`config.mk`:
```
export PLATFORM = sky130hd
export DESIGN_NAME = zip_archive_length_scanner
export DESIGN_NICKNAME = d
export VERILOG_FILES = /design/src/hdl/zals_pkg.sv /design/src/hdl/zals_in_stage.sv /design/src/hdl/zals_parser.sv /design/src/hdl/zals_out_stage.sv /design/src/hdl/zip_archive_length_scanner.sv
export SDC_FILE = /design/constraint.sdc
export NUM_CORES = 1
export LEC_CHECK = 0
export ABC_AREA = 1
export BUFFER_PORTS_ARGS = -buffer_cell sky130_fd_sc_hd__buf_2
export CORE_MARGIN = 5
export CORE_UTILIZATION = 60
export CTS_CLUSTER_DIAMETER = 80
export DETAILED_ROUTE_END_ITERATION = 12
export GPL_TIMING_DRIVEN = 1
export PLACE_DENSITY = 0.77
export SLEW_MARGIN = 20
export SYNTH_ARGS = -nofsm -noshare
export SYNTH_HDL_FRONTEND = slang
export SYNTH_HIERARCHICAL = 1
export SYNTH_SLANG_ARGS = --single-unit
```
`constraint.sdc`:
```
create_clock -name clk -period 18.7 [get_ports clk]
set_clock_uncertainty 0.1 [all_clocks]
set_input_delay 3.74 -clock clk [delete_from_list [all_inputs] [get_ports clk]]
set_output_delay 3.74 -clock clk [all_outputs]
set_load 0.05 [all_outputs]
```
`src/hdl/zals_pkg.sv`:
```
// Shared types and constants for the ZIP archive length scanner.
`default_nettype none

package zals_pkg;

    localparam int LENGTH_BITS_DEFAULT = 32;
    localparam int OUT_LEN_W           = 32;

    localparam logic [7:0] SIG_BYTE0      = 8'h50;
    localparam logic [7:0] SIG_BYTE1      = 8'h4b;
    localparam logic [7:0] LOCAL_TYPE0    = 8'h03;
    localparam logic [7:0] LOCAL_TYPE1    = 8'h04;
    localparam logic [7:0] CENTRAL_TYPE0  = 8'h01;
    localparam logic [7:0] CENTRAL_TYPE1  = 8'h02;
    localparam logic [7:0] EOCD_TYPE0     = 8'h05;
    localparam logic [7:0] EOCD_TYPE1     = 8'h06;

    typedef enum logic [2:0] {
        PH_MAGIC0 = 3'd0,
        PH_MAGIC1 = 3'd1,
        PH_TYPE0  = 3'd2,
        PH_TYPE1  = 3'd3,
        PH_HEADER = 3'd4,
        PH_SKIP   = 3'd5
    } phase_t;

    typedef enum logic [1:0] {
        KIND_NONE    = 2'd0,
        KIND_LOCAL   = 2'd1,
        KIND_CENTRAL = 2'd2,
        KIND_EOCD    = 2'd3
    } kind_t;

    typedef enum logic [2:0] {
        ST_DONE      = 3'd0,
        ST_BAD_MAGIC = 3'd1,
        ST_BAD_TYPE  = 3'd2,
        ST_TRUNCATED = 3'd3,
        ST_OVERFLOW  = 3'd4
    } status_t;

    typedef struct packed {
        logic [7:0] data;
        logic       start;
        logic       last;
    } item_t;

    typedef struct packed {
        status_t               status;
        logic [OUT_LEN_W-1:0]  length;
    } result_t;

endpackage

`default_nettype wire

```
`src/hdl/zals_in_stage.sv`:
```
// Input register for archive bytes, released when the parser takes the word.
`default_nettype none

module zals_in_stage (
    input  wire logic         clk,
    input  wire logic         rst_n,
    input  wire logic         in_valid,
    output logic              in_stall,
    input  wire logic [7:0]   data_byte,
    input  wire logic         archive_start,
    input  wire logic         archive_end,
    input  wire logic         consume,
    output logic              item_valid,
    output zals_pkg::item_t   item
);

    logic            valid_reg;
    logic            valid_next;
    zals_pkg::item_t item_reg;
    logic            take;

    // The held word blocks only while the parser cannot retire it.
    assign in_stall   = valid_reg && !consume;
    assign take       = in_valid && !in_stall;
    assign item_valid = valid_reg;
    assign item       = item_reg;

    always_comb
    begin
        valid_next = valid_reg;
        if (take)
        begin
            valid_next = 1'b1;
        end
        else if (consume)
        begin
            valid_next = 1'b0;
        end
    end

    always_ff @(posedge clk or negedge rst_n)
    begin
        if (!rst_n)
        begin
            valid_reg <= 1'b0;
        end
        else
        begin
            valid_reg <= valid_next;
        end
    end

    always_ff @(posedge clk)
    begin
        if (take)
        begin
            item_reg.data  <= data_byte;
            item_reg.start <= archive_start;
            item_reg.last  <= archive_end;
        end
    end

endmodule

`default_nettype wire

```
`src/hdl/zals_parser.sv`:
```
// Record walker: holds the scan state and evaluates one byte per cycle unless a result is blocked.
`default_nettype none

module zals_parser #(
    parameter int LENGTH_BITS = zals_pkg::LENGTH_BITS_DEFAULT
) (
    input  wire logic             clk,
    input  wire logic             rst_n,
    input  wire logic             item_valid,
    input  wire zals_pkg::item_t  item,
    input  wire logic             out_free,
    output logic                  consume,
    output logic                  res_push,
    output zals_pkg::result_t     res
);

    localparam int LEN_EXT_W = (LENGTH_BITS + 1 > zals_pkg::OUT_LEN_W) ?
                               LENGTH_BITS + 1 : zals_pkg::OUT_LEN_W;

    localparam logic [5:0] LOCAL_HDR_LEN   = 6'd26;
    localparam logic [5:0] CENTRAL_HDR_LEN = 6'd42;
    localparam logic [5:0] EOCD_HDR_LEN    = 6'd18;

    // Byte offsets of the captured fields within each header.
    localparam logic [5:0] LFH_SIZE_AT    = 6'd18;
    localparam logic [5:0] LFH_NAME_AT    = 6'd22;
    localparam logic [5:0] LFH_EXTRA_AT   = 6'd24;
    localparam logic [5:0] CEN_NAME_AT    = 6'd24;
    localparam logic [5:0] CEN_EXTRA_AT   = 6'd26;
    localparam logic [5:0] CEN_COMMENT_AT = 6'd28;
    localparam logic [5:0] EOCD_COMMENT_AT = 6'd16;

    zals_pkg::phase_t         phase_reg, phase_cur, phase_next;
    zals_pkg::kind_t          kind_reg, kind_cur, kind_next;
    logic [5:0]               idx_reg, idx_cur, idx_next;
    logic [32:0]              skip_reg, skip_cur, skip_next;
    logic [7:0]               held_reg, held_cur, held_next;
    logic [15:0]              name_reg, name_cur, name_next;
    logic [15:0]              extra_reg, extra_cur, extra_next;
    logic [15:0]              comment_reg, comment_cur, comment_next;
    logic [31:0]              size_reg, size_cur, size_next;
    logic [LENGTH_BITS-1:0]   seen_reg, seen_cur, seen_next;
    logic                     finished_reg, finished_cur, finished_next;

    logic [15:0]              name_cap, extra_cap, comment_cap;
    logic [31:0]              size_cap;

    logic [LENGTH_BITS:0]     seen_inc;
    logic [LEN_EXT_W-1:0]     len_ext;
    logic                     live, ovf, go;
    logic                     magic_bad, type_bad;
    zals_pkg::kind_t          type_kind;
    logic [5:0]               idx_inc;
    logic [5:0]               hdr_len;
    logic                     hdr_last;
    logic [32:0]              skip_sum;
    logic                     skip_zero;
    logic [32:0]              skip_dec;
    logic                     skip_last;
    logic                     rec_close;
    logic                     rec_done;
    logic                     res_hit;
    zals_pkg::status_t        res_status;

    // A start mark clears the scan state before the byte is looked at.
    always_comb
    begin
        phase_cur    = phase_reg;
        kind_cur     = kind_reg;
        idx_cur      = idx_reg;
        skip_cur     = skip_reg;
        held_cur     = held_reg;
        name_cur     = name_reg;
        extra_cur    = extra_reg;
        comment_cur  = comment_reg;
        size_cur     = size_reg;
        seen_cur     = seen_reg;
        finished_cur = finished_reg;
        if (item.start)
        begin
            phase_cur    = zals_pkg::PH_MAGIC0;
            kind_cur     = zals_pkg::KIND_NONE;
            idx_cur      = '0;
            skip_cur     = '0;
            held_cur     = '0;
            name_cur     = '0;
            extra_cur    = '0;
            comment_cur  = '0;
            size_cur     = '0;
            seen_cur     = '0;
            finished_cur = 1'b0;
        end
    end

    // Little-endian field capture for the current header byte.
    always_comb
    begin
        name_cap    = name_cur;
        extra_cap   = extra_cur;
        comment_cap = comment_cur;
        size_cap    = size_cur;
        case (kind_cur)
            zals_pkg::KIND_LOCAL:
            begin
                if (idx_cur == LFH_SIZE_AT)              size_cap[7:0]    = item.data;
                if (idx_cur == LFH_SIZE_AT + 6'd1)       size_cap[15:8]   = item.data;
                if (idx_cur == LFH_SIZE_AT + 6'd2)       size_cap[23:16]  = item.data;
                if (idx_cur == LFH_SIZE_AT + 6'd3)       size_cap[31:24]  = item.data;
                if (idx_cur == LFH_NAME_AT)              name_cap[7:0]    = item.data;
                if (idx_cur == LFH_NAME_AT + 6'd1)       name_cap[15:8]   = item.data;
                if (idx_cur == LFH_EXTRA_AT)             extra_cap[7:0]   = item.data;
                if (idx_cur == LFH_EXTRA_AT + 6'd1)      extra_cap[15:8]  = item.data;
            end
            zals_pkg::KIND_CENTRAL:
            begin
                if (idx_cur == CEN_NAME_AT)              name_cap[7:0]    = item.data;
                if (idx_cur == CEN_NAME_AT + 6'd1)       name_cap[15:8]   = item.data;
                if (idx_cur == CEN_EXTRA_AT)             extra_cap[7:0]   = item.data;
                if (idx_cur == CEN_EXTRA_AT + 6'd1)      extra_cap[15:8]  = item.data;
                if (idx_cur == CEN_COMMENT_AT)           comment_cap[7:0] = item.data;
                if (idx_cur == CEN_COMMENT_AT + 6'd1)    comment_cap[15:8] = item.data;
            end
            default:
            begin
                if (idx_cur == EOCD_COMMENT_AT)          comment_cap[7:0] = item.data;
                if (idx_cur == EOCD_COMMENT_AT + 6'd1)   comment_cap[15:8] = item.data;
            end
        endcase
    end

    // Shared decode of the byte against the current phase.
    always_comb
    begin
        seen_inc  = {1'b0, seen_cur} + (LENGTH_BITS + 1)'(1);
        live      = !finished_cur;
        ovf       = seen_inc[LENGTH_BITS];
        go        = live && !ovf;

        magic_bad = ((phase_cur == zals_pkg::PH_MAGIC0) && (item.data != zals_pkg::SIG_BYTE0))
                 || ((phase_cur == zals_pkg::PH_MAGIC1) && (item.data != zals_pkg::SIG_BYTE1));

        if ((held_cur == zals_pkg::LOCAL_TYPE0) && (item.data == zals_pkg::LOCAL_TYPE1))
        begin
            type_kind = zals_pkg::KIND_LOCAL;
        end
        else if ((held_cur == zals_pkg::CENTRAL_TYPE0) && (item.data == zals_pkg::CENTRAL_TYPE1))
        begin
            type_kind = zals_pkg::KIND_CENTRAL;
        end
        else if ((held_cur == zals_pkg::EOCD_TYPE0) && (item.data == zals_pkg::EOCD_TYPE1))
        begin
            type_kind = zals_pkg::KIND_EOCD;
        end
        else
        begin
            type_kind = zals_pkg::KIND_NONE;
        end
        type_bad = (phase_cur == zals_pkg::PH_TYPE1) && (type_kind == zals_pkg::KIND_NONE);

        case (kind_cur)
            zals_pkg::KIND_LOCAL:   hdr_len = LOCAL_HDR_LEN;
            zals_pkg::KIND_CENTRAL: hdr_len = CENTRAL_HDR_LEN;
            default:                hdr_len = EOCD_HDR_LEN;
        endcase
        idx_inc  = idx_cur + 6'd1;
        hdr_last = (phase_cur == zals_pkg::PH_HEADER) && (idx_inc >= hdr_len);

        case (kind_cur)
            zals_pkg::KIND_LOCAL:
                skip_sum = {17'd0, name_cap} + {17'd0, extra_cap} + {1'b0, size_cap};
            zals_pkg::KIND_CENTRAL:
                skip_sum = {17'd0, name_cap} + {17'd0, extra_cap} + {17'd0, comment_cap};
            default:
                skip_sum = {17'd0, comment_cap};
        endcase
        skip_zero = (skip_sum == '0);

        skip_dec  = (skip_cur != '0) ? (skip_cur - 33'd1) : '0;
        skip_last = (phase_cur == zals_pkg::PH_SKIP) && (skip_dec == '0);

        rec_close = (hdr_last && skip_zero) || skip_last;
        rec_done  = rec_close && (kind_cur == zals_pkg::KIND_EOCD);
    end

    // Result outputs.
    always_comb
    begin
        res_hit    = 1'b0;
        res_status = zals_pkg::ST_DONE;
        if (live)
        begin
            if (ovf)
            begin
                res_hit    = 1'b1;
                res_status = zals_pkg::ST_OVERFLOW;
            end
            else if (magic_bad)
            begin
                res_hit    = 1'b1;
                res_status = zals_pkg::ST_BAD_MAGIC;
            end
            else if (type_bad)
            begin
                res_hit    = 1'b1;
                res_status = zals_pkg::ST_BAD_TYPE;
            end
            else if (rec_done)
            begin
                res_hit    = 1'b1;
                res_status = zals_pkg::ST_DONE;
            end
            else if (item.last)
            begin
                res_hit    = 1'b1;
                res_status = zals_pkg::ST_TRUNCATED;
            end
        end
    end

    // Every reported length is the count including this byte.
    assign len_ext    = LEN_EXT_W'(seen_inc);
    assign res.status = res_status;
    assign res.length = len_ext[zals_pkg::OUT_LEN_W-1:0];

    assign consume  = item_valid && (!res_hit || out_free);
    assign res_push = consume && res_hit;

    // Next state. Phase updates after an error are harmless since the scan
    // is then finished until the next start mark.
    always_comb
    begin
        phase_next    = phase_cur;
        kind_next     = kind_cur;
        idx_next      = idx_cur;
        skip_next     = skip_cur;
        held_next     = held_cur;
        name_next     = name_cur;
        extra_next    = extra_cur;
        comment_next  = comment_cur;
        size_next     = size_cur;
        seen_next     = seen_cur;
        finished_next = finished_cur || res_hit;
        if (go)
        begin
            seen_next = seen_inc[LENGTH_BITS-1:0];
            case (phase_cur)
                zals_pkg::PH_MAGIC0:
                begin
                    phase_next = zals_pkg::PH_MAGIC1;
                end
                zals_pkg::PH_MAGIC1:
                begin
                    phase_next = zals_pkg::PH_TYPE0;
                end
                zals_pkg::PH_TYPE0:
                begin
                    held_next  = item.data;
                    phase_next = zals_pkg::PH_TYPE1;
                end
                zals_pkg::PH_TYPE1:
                begin
                    kind_next    = type_kind;
                    name_next    = '0;
                    extra_next   = '0;
                    comment_next = '0;
                    size_next    = '0;
                    idx_next     = '0;
                    phase_next   = zals_pkg::PH_HEADER;
                end
                zals_pkg::PH_HEADER:
                begin
                    name_next    = name_cap;
                    extra_next   = extra_cap;
                    comment_next = comment_cap;
                    size_next    = size_cap;
                    idx_next     = idx_inc;
                    if (hdr_last)
                    begin
                        idx_next = '0;
                        if (skip_zero)
                        begin
                            phase_next = zals_pkg::PH_MAGIC0;
                        end
                        else
                        begin
                            skip_next  = skip_sum;
                            phase_next = zals_pkg::PH_SKIP;
                        end
                    end
                end
                zals_pkg::PH_SKIP:
                begin
                    skip_next = skip_dec;
                    if (skip_last)
                    begin
                        phase_next = zals_pkg::PH_MAGIC0;
                    end
                end
                default:
                begin
                    phase_next = zals_pkg::PH_MAGIC0;
                end
            endcase
        end
    end

    always_ff @(posedge clk or negedge rst_n)
    begin
        if (!rst_n)
        begin
            phase_reg    <= zals_pkg::PH_MAGIC0;
            kind_reg     <= zals_pkg::KIND_NONE;
            idx_reg      <= '0;
            skip_reg     <= '0;
            held_reg     <= '0;
            name_reg     <= '0;
            extra_reg    <= '0;
            comment_reg  <= '0;
            size_reg     <= '0;
            seen_reg     <= '0;
            finished_reg <= 1'b0;
        end
        else if (consume)
        begin
            phase_reg    <= phase_next;
            kind_reg     <= kind_next;
            idx_reg      <= idx_next;
            skip_reg     <= skip_next;
            held_reg     <= held_next;
            name_reg     <= name_next;
            extra_reg    <= extra_next;
            comment_reg  <= comment_next;
            size_reg     <= size_next;
            seen_reg     <= seen_next;
            finished_reg <= finished_next;
        end
    end

endmodule

`default_nettype wire

```
`src/hdl/zals_out_stage.sv`:
```
// Result register that holds a scan result until the sink takes the word.
`default_nettype none

module zals_out_stage (
    input  wire logic               clk,
    input  wire logic               rst_n,
    input  wire logic               res_push,
    input  wire zals_pkg::result_t  res,
    output logic                    out_free,
    output logic                    out_valid,
    input  wire logic               out_stall,
    output logic [2:0]              scan_status,
    output logic [zals_pkg::OUT_LEN_W-1:0] archive_length
);

    logic              valid_reg;
    logic              valid_next;
    zals_pkg::result_t res_reg;

    assign out_free       = !valid_reg || !out_stall;
    assign out_valid      = valid_reg;
    assign scan_status    = res_reg.status;
    assign archive_length = res_reg.length;

    always_comb
    begin
        valid_next = valid_reg && out_stall;
        if (res_push)
        begin
            valid_next = 1'b1;
        end
    end

    always_ff @(posedge clk or negedge rst_n)
    begin
        if (!rst_n)
        begin
            valid_reg <= 1'b0;
        end
        else
        begin
            valid_reg <= valid_next;
        end
    end

    always_ff @(posedge clk)
    begin
        if (res_push)
        begin
            res_reg <= res;
        end
    end

endmodule

`default_nettype wire

```
`src/hdl/zip_archive_length_scanner.sv`:
```
// Top level of the ZIP archive length scanner.
//
//  channel  direction  handshake            word
//  in       sink       in_valid / in_stall  data_byte, archive_start, archive_end
//  out      source     out_valid/ out_stall scan_status, archive_length
//
// One archive byte is taken every cycle while in_stall is low; a byte waits in the
// input register, and its result, if any, enters the result register when consumed.
// The single parse pass between the input and result registers sets this rate.
// Reset clears all scan state; archive_start clears it again for a new archive.
// Input stalls only when a byte would produce a result while the held result
// is still stalled; bytes that produce no result keep flowing.
`default_nettype none

module zip_archive_length_scanner #(
    parameter int LENGTH_BITS = zals_pkg::LENGTH_BITS_DEFAULT
) (
    input  wire logic        clk,
    input  wire logic        rst_n,
    input  wire logic        in_valid,
    output logic             in_stall,
    input  wire logic [7:0]  data_byte,
    input  wire logic        archive_start,
    input  wire logic        archive_end,
    output logic             out_valid,
    input  wire logic        out_stall,
    output logic [2:0]       scan_status,
    output logic [zals_pkg::OUT_LEN_W-1:0] archive_length
);

    logic              item_valid;
    zals_pkg::item_t   item;
    logic              consume;
    logic              res_push;
    zals_pkg::result_t res;
    logic              out_free;

    zals_in_stage u_in (
        .clk           (clk),
        .rst_n         (rst_n),
        .in_valid      (in_valid),
        .in_stall      (in_stall),
        .data_byte     (data_byte),
        .archive_start (archive_start),
        .archive_end   (archive_end),
        .consume       (consume),
        .item_valid    (item_valid),
        .item          (item)
    );

    zals_parser #(
        .LENGTH_BITS (LENGTH_BITS)
    ) u_parser (
        .clk        (clk),
        .rst_n      (rst_n),
        .item_valid (item_valid),
        .item       (item),
        .out_free   (out_free),
        .consume    (consume),
        .res_push   (res_push),
        .res        (res)
    );

    zals_out_stage u_out (
        .clk            (clk),
        .rst_n          (rst_n),
        .res_push       (res_push),
        .res            (res),
        .out_free       (out_free),
        .out_valid      (out_valid),
        .out_stall      (out_stall),
        .scan_status    (scan_status),
        .archive_length (archive_length)
    );

endmodule

`default_nettype wire

```
==> results summary, run 1 <==
From synthesis to final layout, the design area changed by 4.60%. The count of pins over their slew limit is 0. The number of cells traversed by the worst register-to-register path is 51. Prior to clock tree synthesis, the placed netlist has a worst setup slack of 4.31 ns. The first global-routing pass estimated 100000 um of wire. The flow ran to the end, and the final reports show no timing, DRC or antenna violations.

The relative slew slack is 22.1%. The data arrival time at the worst-slack endpoint came out at 11.37 ns. The final core area utilization is 64.0%. The transition time at the pin with the least slew margin came out at 1.17 ns. The total of warnings raised by yosys is 6. The number of antenna violations at the first check in global routing is 0.

The top cell types in the final layout, fill and taps aside, are nand2_1, inv_1, nand3_1, nor2_1, o21ai_0. The total of cells resized after clock tree synthesis came out at 0. The number of hold-repair buffers added at the cts stage came out at 0.

The netlist area before placement came out at 19400 um2. 51 I/O pins were placed. The cell count after synthesis is 3100.

The final global-route overflow total is 0. Setup repair after global routing left no endpoint under its margin. The power per unit of standard cell area is 87.0 nW/um2. The final worst-path cycle share came out at 81.3%. The routability congestion estimate from global placement came out at 1.04. The count of buffers from port buffering came out at 50. Along the worst path, the maximum fanout reaches 116. The H-tree level count came out at 1.

The die span in y is 190 um. For this block, the routed nets add up to 61700 um of wire. The critical path crosses 50 cells after its start point.

STA classifies the critical path startpoint as a flop. The later pin in the worst-skew pair is clocked with a latency of 0.56 ns. The final-report hold violation count is 0. The path class of the lowest-slack min-delay path is flop to flop. Together, buffers and inverters on the worst path number 11.

Buffers inserted during clock tree synthesis total 26. The sequential share of the synthesized area is 28.5%. The final standard cell count with taps included and fillers excluded is 3473. The routed via count came out at 20600. Entering global routing, the biggest net connects 117 pins. For this run, the leading register cell type out of synthesis is dfrtp_1. Across the VDD grid, the largest voltage drop is 0.0000688 V. The via density per instance is 5.94. Summing all flip-flop and latch instances after layout gives 5530 um2.

The total global routing track utilization is 33.7%. The final critical delay including setup and external delays came out at 15.21 ns. The max-capacitance violation count came out at 0. The number of nets at the end of the flow came out at 3128. The detail-routed net length per standard cell is 17.8 um.

The total of fill cells in the finished design is 2938. The slowest cell on the critical path is clkinv_2. 0 antenna diodes ended up in the layout. The die span in x is 190 um. The number of buffers on the longest clock path came out at 3. The post-route antenna net violation count is 0. When the netlist entered floorplanning its net count stood at 3177.

The number of instances in the placed design is 3425. The number of unique standard cell types used by synthesis is 55. The flip-flop count of the largest register after layout came out at 33. The number of detailed-route iterations in the first pass came out at 8. The HPWL after detailed placement came out at 42800 um.

The number of synthesized flops with an enable pin is 45. The leakage dissipation came out at 10.9 nW. Once the clock tree was built, the setup fixing pass inserted 0 buffers. The floorplan row count is 65.

TritonCTS built the clock tree. The total setup violations reported at the end of the flow is 0. The proportion of synthesized flip-flops having asynchronous set or reset is 78.8%. After clock tree synthesis, the clock-pin slew on the worst setup and hold paths is 0.06 ns. Grouping stages by cell kind, the critical path spends the most delay in simple AND/OR/NAND/NOR gates. Leaving out fill and tap cells, the most frequent cell in the layout is nand2_1. In the final timing run, aggregate negative setup slack is 0 ns.

The worst hold path was traced through 2 stages. The average footprint of a synthesized cell is 6.26 um2. The number of DRC violations after detailed-routing iteration 0 came out at 2192. The floorplan die area is 36000 um2.

After synthesis the netlist holds a flip-flop and latch count of 212. The number of global-route vias before repair is 19600. STA classifies the critical path endpoint as a primary output. The share of layout cells above drive strength 1 came out at 7.00%.

The total number of clock tree sinks is 212. The starting density of the core came out at 61.1%. The required time of the worst setup path is 14.86 ns. The area of the core region came out at 31700 um2.

The critical path is of the flop to primary output type. Static timing analysis puts the maximum clock frequency at 0.0658 GHz. The tree is rooted in a clkbuf_16. The final setup slack of the worst path is 3.49 ns. The cell with the most instances on the worst path is nand2_1. On the worst path, the slowest cell contributes a delay of 0.81 ns. The number of DRC violations after detailed routing came out at 0. The multi-input combinational cell area came out at 11600 um2.
==> final timing paths <==
kind,from,to,slack (ns)
min in group asynchronous,rst_n,u_parser/seen_reg[17]$_DFFE_PN0P_,3.11
hold / removal,u_parser/size_reg[2]$_DFFE_PN0P_,u_parser/size_reg[2]$_DFFE_PN0P_,0.37
setup reg to reg,u_in/item[1]$_DFFE_PP_,u_parser/name_reg[13]$_DFFE_PN0P_,7.30
hold reg to reg,u_parser/size_reg[2]$_DFFE_PN0P_,u_parser/size_reg[2]$_DFFE_PN0P_,0.37
max in group asynchronous,rst_n,u_parser/skip_reg[2]$_DFFE_PN0P_,14.18
setup / recovery,u_in/item[1]$_DFFE_PP_,in_stall,3.49
==> area by class of cell <==
class                      count  share of cell area [%]
clock buffer                  33                    3.49
clock inverter                15                   0.500
inverter                     354                    6.57
multi-input combinational   2377                    57.3
sequential                   212                    27.3
tap                          402                    2.48
timing repair buffer          80                    2.39
==> Yosys cell counts (4+ instances only) <==
| cell | number | area, um2 |
|---|---|---|
| nand2_1 | 1109 | 4160 |
| inv_1 | 326 | 1220 |
| nand3_1 | 248 | 1240 |
| nor2_1 | 204 | 766 |
| o21ai_0 | 189 | 946 |
| dfrtp_1 | 167 | 4180 |
| a21oi_1 | 125 | 626 |
| clkbuf_1 | 77 | 289 |
| o22ai_1 | 66 | 413 |
| o21ai_1 | 64 | 320 |
| ha_1 | 60 | 751 |
| edfxtp_1 | 45 | 1350 |
| xor2_1 | 43 | 377 |
| buf_6 | 40 | 450 |
| nand3b_1 | 40 | 300 |
| nand4_1 | 35 | 219 |
| o211ai_1 | 33 | 248 |
| inv_2 | 24 | 90.1 |
| nand2_2 | 21 | 131 |
| buf_1 | 18 | 67.6 |
| a22oi_1 | 17 | 128 |
| buf_2 | 17 | 85.1 |
| nor2_2 | 17 | 106 |
| nor3_1 | 17 | 85.1 |
| a31oi_1 | 12 | 75.1 |
| xnor2_1 | 11 | 96.3 |
| nor4_1 | 10 | 62.6 |
| nor2_4 | 7 | 78.8 |
| nor3_2 | 6 | 60.1 |
| o21bai_1 | 5 | 37.5 |
| or2_2 | 5 | 31.3 |
| buf_4 | 4 | 30.0 |
| clkinv_1 | 4 | 15.0 |
| nand3_2 | 4 | 40.0 |
==> cell families (layout without fill, tap and decap cells) <==
family / count (synthesis) / count (layout) / share of synthesized area (%)
simple gates: 1730 / 1730 / 37.9
fa+ha+maj: 63 / 63 / 4.18
flops: 212 / 212 / 28.5
compound gates: 528 / 528 / 15.1
buf+inv: 511 / 482 / 11.7
mux: 2 / 2 / 0.103
xor+xnor: 54 / 54 / 2.44
==> worst reg2reg max path: cells and delay by family, from the launching register on <==
kind                       cells  cell delay (ns)
xor gates and xnor gates       1             0.18
adders and majority gates      3             1.04
buffers and inverters         11             4.13
and+or+nand+nor               28             4.13
AOI/OAI and AO/OA              8             1.28
DFF                            1             0.43
==> routing by layer <==
metal	wire, um	share of wire [%]	GRT usage [%]	vias to the layer above
li1	-	-	-	10000
met1	24900	40	43.4	9355
met2	27600	45	55.5	1041
met3	5540	9.0	4.88	237
met4	3570	5.8	17.0	0
met5	0	0	0	-
==> stage by stage <==
step	instance area (um2)	hold WS [ns]	total power, mW
2_1_floorplan	19400	0.349	1.13
3_3_place_gp	19500	0.361	1.26
3_5_place_dp	19500	0.365	1.28
4_1_cts	20300	0.380	1.76
5_1_grt	20300	0.397	1.86
6_report	20300	0.375	1.76
==> report_power, final <==
part	internal (mW)	switching, mW	total [mW]
clock network	0.280	0.202	0.482
logic	0.163	0.536	0.700
registers	0.548	0.0343	0.582
total	0.991	0.773	1.76
(Power assumes the default switching activity.)
==> run 2, diff against run 1 <==
==> constraint.sdc (replaced) <==
create_clock -name clk -period 15.4 [get_ports clk]
set_clock_uncertainty 0.1 [all_clocks]
set_input_delay 3.08 -clock clk [delete_from_list [all_inputs] [get_ports clk]]
set_output_delay 3.08 -clock clk [all_outputs]
set_load 0.05 [all_outputs]
==> results summary, run 2 (synthesized netlist as in run 1, its figures left out) <==
Result of the run: complete, no violations (unchanged). The number of buffers on the longest clock path came out at 3 (unchanged). The slowest cell on the critical path is clkinv_2 (unchanged). The die span in x is 190 um (unchanged).

The total setup violations reported at the end of the flow came out at 0 (unchanged). The number of hold-repair buffers added at the cts stage was 0 (unchanged). The worst stage delay on the critical path is 0.75 ns (was 0.81 ns). The number of detailed-route iterations in the first pass came to 8 (unchanged).

The required time of the worst setup path is 12.22 ns (was 14.86 ns). The flip-flop count of the largest register after layout is 33 (unchanged). The commonest non-fill, non-tap cell in the layout is nand2_1 (unchanged). The number of nets at the end of the flow came out at 3131 (was 3128). The highest clock rate came out at 0.0711 GHz. The clock root buffer master is clkbuf_16 (unchanged). The routed via count is 20700 (was 20600). The total number of clock tree sinks is 212 (unchanged). The routability congestion estimate from global placement is 1.03 (was 1.04). The critical setup path kind was flop to primary output (unchanged). The sort of element at the start of the critical path is a flop (unchanged). The count of buffers from port buffering came out at 50 (unchanged). The antenna diode count came out at 0 (unchanged). The via density per instance is 5.94 (about the same). The worst flop-to-flop path startpoint was u_in/item[1]$_DFFE_PP_ (unchanged). The routed wire length came out at 63000 um (was 61700 um). The number of DRC violations after detailed routing came to 0 (unchanged).

The starting density of the core came to 61.1% (unchanged). The final critical delay including setup and external delays is 14.06 ns. The global-route wire length before repair came out at 101000 um (was 100000 um). The end of the worst hold path was u_parser/name_reg[3]$_DFFE_PN0P_ (was u_parser/size_reg[2]$_DFFE_PN0P_). The final worst-path cycle share came out at 91.3%.

The transition time at the pin with the least slew margin came out at 1.11 ns (was 1.17 ns). The number of buffers created by CTS came out at 27 (was 26). The worst setup slack after placement is 2.12 ns (was 4.31 ns).

The area added between synthesis and finish is 5.34% (was 4.60%). The leakage dissipation is 11.0 nW (was 10.9 nW). The pin count of the biggest net entering global routing came out at 122 (was 117). The final standard cell count with taps included and fillers excluded came out at 3477 (was 3473). The cell class contributing the biggest share of worst-path delay is simple AND/OR/NAND/NOR gates (unchanged).

The total global routing track utilization is 34.4% (was 33.7%). The CTS tree is built (unchanged). The total negative setup slack is 0 ns (unchanged). The data arrival time at the worst-slack endpoint is 10.88 ns (was 11.37 ns). The power per unit of standard cell area is 109 nW/um2 (was 87.0 nW/um2). The total chip power came out at 2.23 mW (was 1.76 mW).

The post-route antenna net violation count is 0 (unchanged). The die span in y is 190 um (unchanged). The max-capacitance violation count is 0 (unchanged). The floorplan die area is 36000 um2 (unchanged). The number of instances in the placed design came out at 3427 (was 3425). The final setup slack of the worst path is 1.34 ns (was 3.49 ns). The number of antenna violations at the first check in global routing was 0 (unchanged). The share of layout cells above drive strength 1 came out at 7.35% (was 7.00%). The number of DRC violations after detailed-routing iteration 0 came to 2256 (was 2192). The worst voltage drop across the vdd grid came out at 0.000112 V (was 0.0000688 V). The I/O pin count is 51 (unchanged). The kind of capture point of the worst setup path was a primary output (unchanged). The total of cells resized after clock tree synthesis came out at 0 (unchanged). The depth of the worst hold-timing path is 2 (unchanged).

The final-layout worst hold slack came out at 0.379 ns (was 0.375 ns). The worst-case register-to-register setup slack was 4.52 ns (was 7.30 ns). The relative slew slack came out at 25.9% (was 22.1%). The path class of the lowest-slack min-delay path is flop to flop (unchanged). The detail-routed net length per standard cell is 18.1 um (was 17.8 um). The number of global-route vias before repair is 19200 (was 19600). The total buffers and inverters traversed by the critical path was 10 (was 11). The final-report hold violation count came to 0 (unchanged). The start point of the worst min-delay path is u_parser/name_reg[3]$_DFFE_PN0P_ (was u_parser/size_reg[2]$_DFFE_PN0P_). The number of cells traversed by the worst register-to-register path is 49 (was 51). The destination of the worst register-to-register timing path was u_parser/extra_reg[5]$_DFFE_PN0P_ (was u_parser/name_reg[13]$_DFFE_PN0P_). Commonest non-fill, non-tap cells in the layout: nand2_1, inv_1, nand3_1, nor2_1, o21ai_0 (unchanged).

RSZ-0062 raised after global routing: false (unchanged). The final global-route overflow total came out at 0 (unchanged). The number of buffers added for setup after CTS is 0 (unchanged). The clock-pin slew reported for the worst setup and hold paths after clock tree synthesis is 0.06 ns (about the same). The biggest fanout along the worst timing path is 121 (was 116).

The count of pins over their slew limit came to 0 (unchanged). The clock network latency to the later pin of the worst-skew pair is 0.58 ns (was 0.56 ns). The H-tree level count is 1 (unchanged). The floorplan row count came out at 65 (unchanged). The area of the core region is 31700 um2 (unchanged). The cell with the most instances on the worst path is nand2_1 (unchanged). The HPWL after detailed placement was 43400 um (was 42800 um).
-- run 2: changes by cell type in the layout (fill, tap and decap cells not counted), sizes merged --
cell,change
bufinv,+2
clkinvlp,-1
clkbuf,+2
buf,+2
inv,+4
clkinv,-5
-- run 2: per-stage QoR --
stage          utilization, %  area, um2
4_1_cts                  64.4      20400
3_3_place_gp             61.4      19500
5_1_grt                  64.4      20400
3_5_place_dp             61.4      19500
6_report                 64.4      20400
2_1_floorplan               -      19400
-- run 2: how the worst max path moves through the flow --
stage / startpoint / endpoint / slack, ns / depth (start not counted)
after floorplan: u_in/item[1]$_DFFE_PP_ / in_stall / 3.43 / 59
after global placement: u_in/item[1]$_DFFE_PP_ / in_stall / 2.34 / 48
after detailed placement: u_in/item[1]$_DFFE_PP_ / in_stall / 2.12 / 48
after CTS: u_in/item[1]$_DFFE_PP_ / in_stall / 1.46 / 48
after global routing: u_in/item[1]$_DFFE_PP_ / in_stall / 0.39 / 48
final: u_in/item[1]$_DFFE_PP_ / in_stall / 1.34 / 48
-- run 2: tightest hold or removal path: cells and delay by family, from the launching register on --
family	cells	cell delay [ns]
and+or+nand+nor	2	0.10
DFF	1	0.34
-- run 2: layout make-up --
class	instances	area, um2
fill	2916	11300
sequential	212	5530
inverter	354	1330
multi-input combinational	2377	11600
clock buffer	35	756
tap	402	503
clock inverter	15	184
timing repair buffer	82	497
-- run 2: routing by layer --
metal / global-route usage [%] / wire length (um) / vias to the layer above / share of wire [%]
li1: - / - / 10000 / -
met1: 45.9 / 26100 / 9402 / 41
met2: 54.6 / 27700 / 1024 / 44
met3: 4.95 / 5480 / 215 / 8.7
met4: 18.1 / 3720 / 0 / 5.9
met5: 0 / 0 / - / 0
-- run 2: power breakdown --
group / total (mW) / leakage [nW] / switching (mW) / internal [mW]
combinational: 0.859 / 7.84 / 0.660 / 0.199
clock: 0.669 / 0.459 / 0.269 / 0.399
sequential: 0.706 / 2.72 / 0.0413 / 0.665
total: 2.23 / 11.0 / 0.971 / 1.26
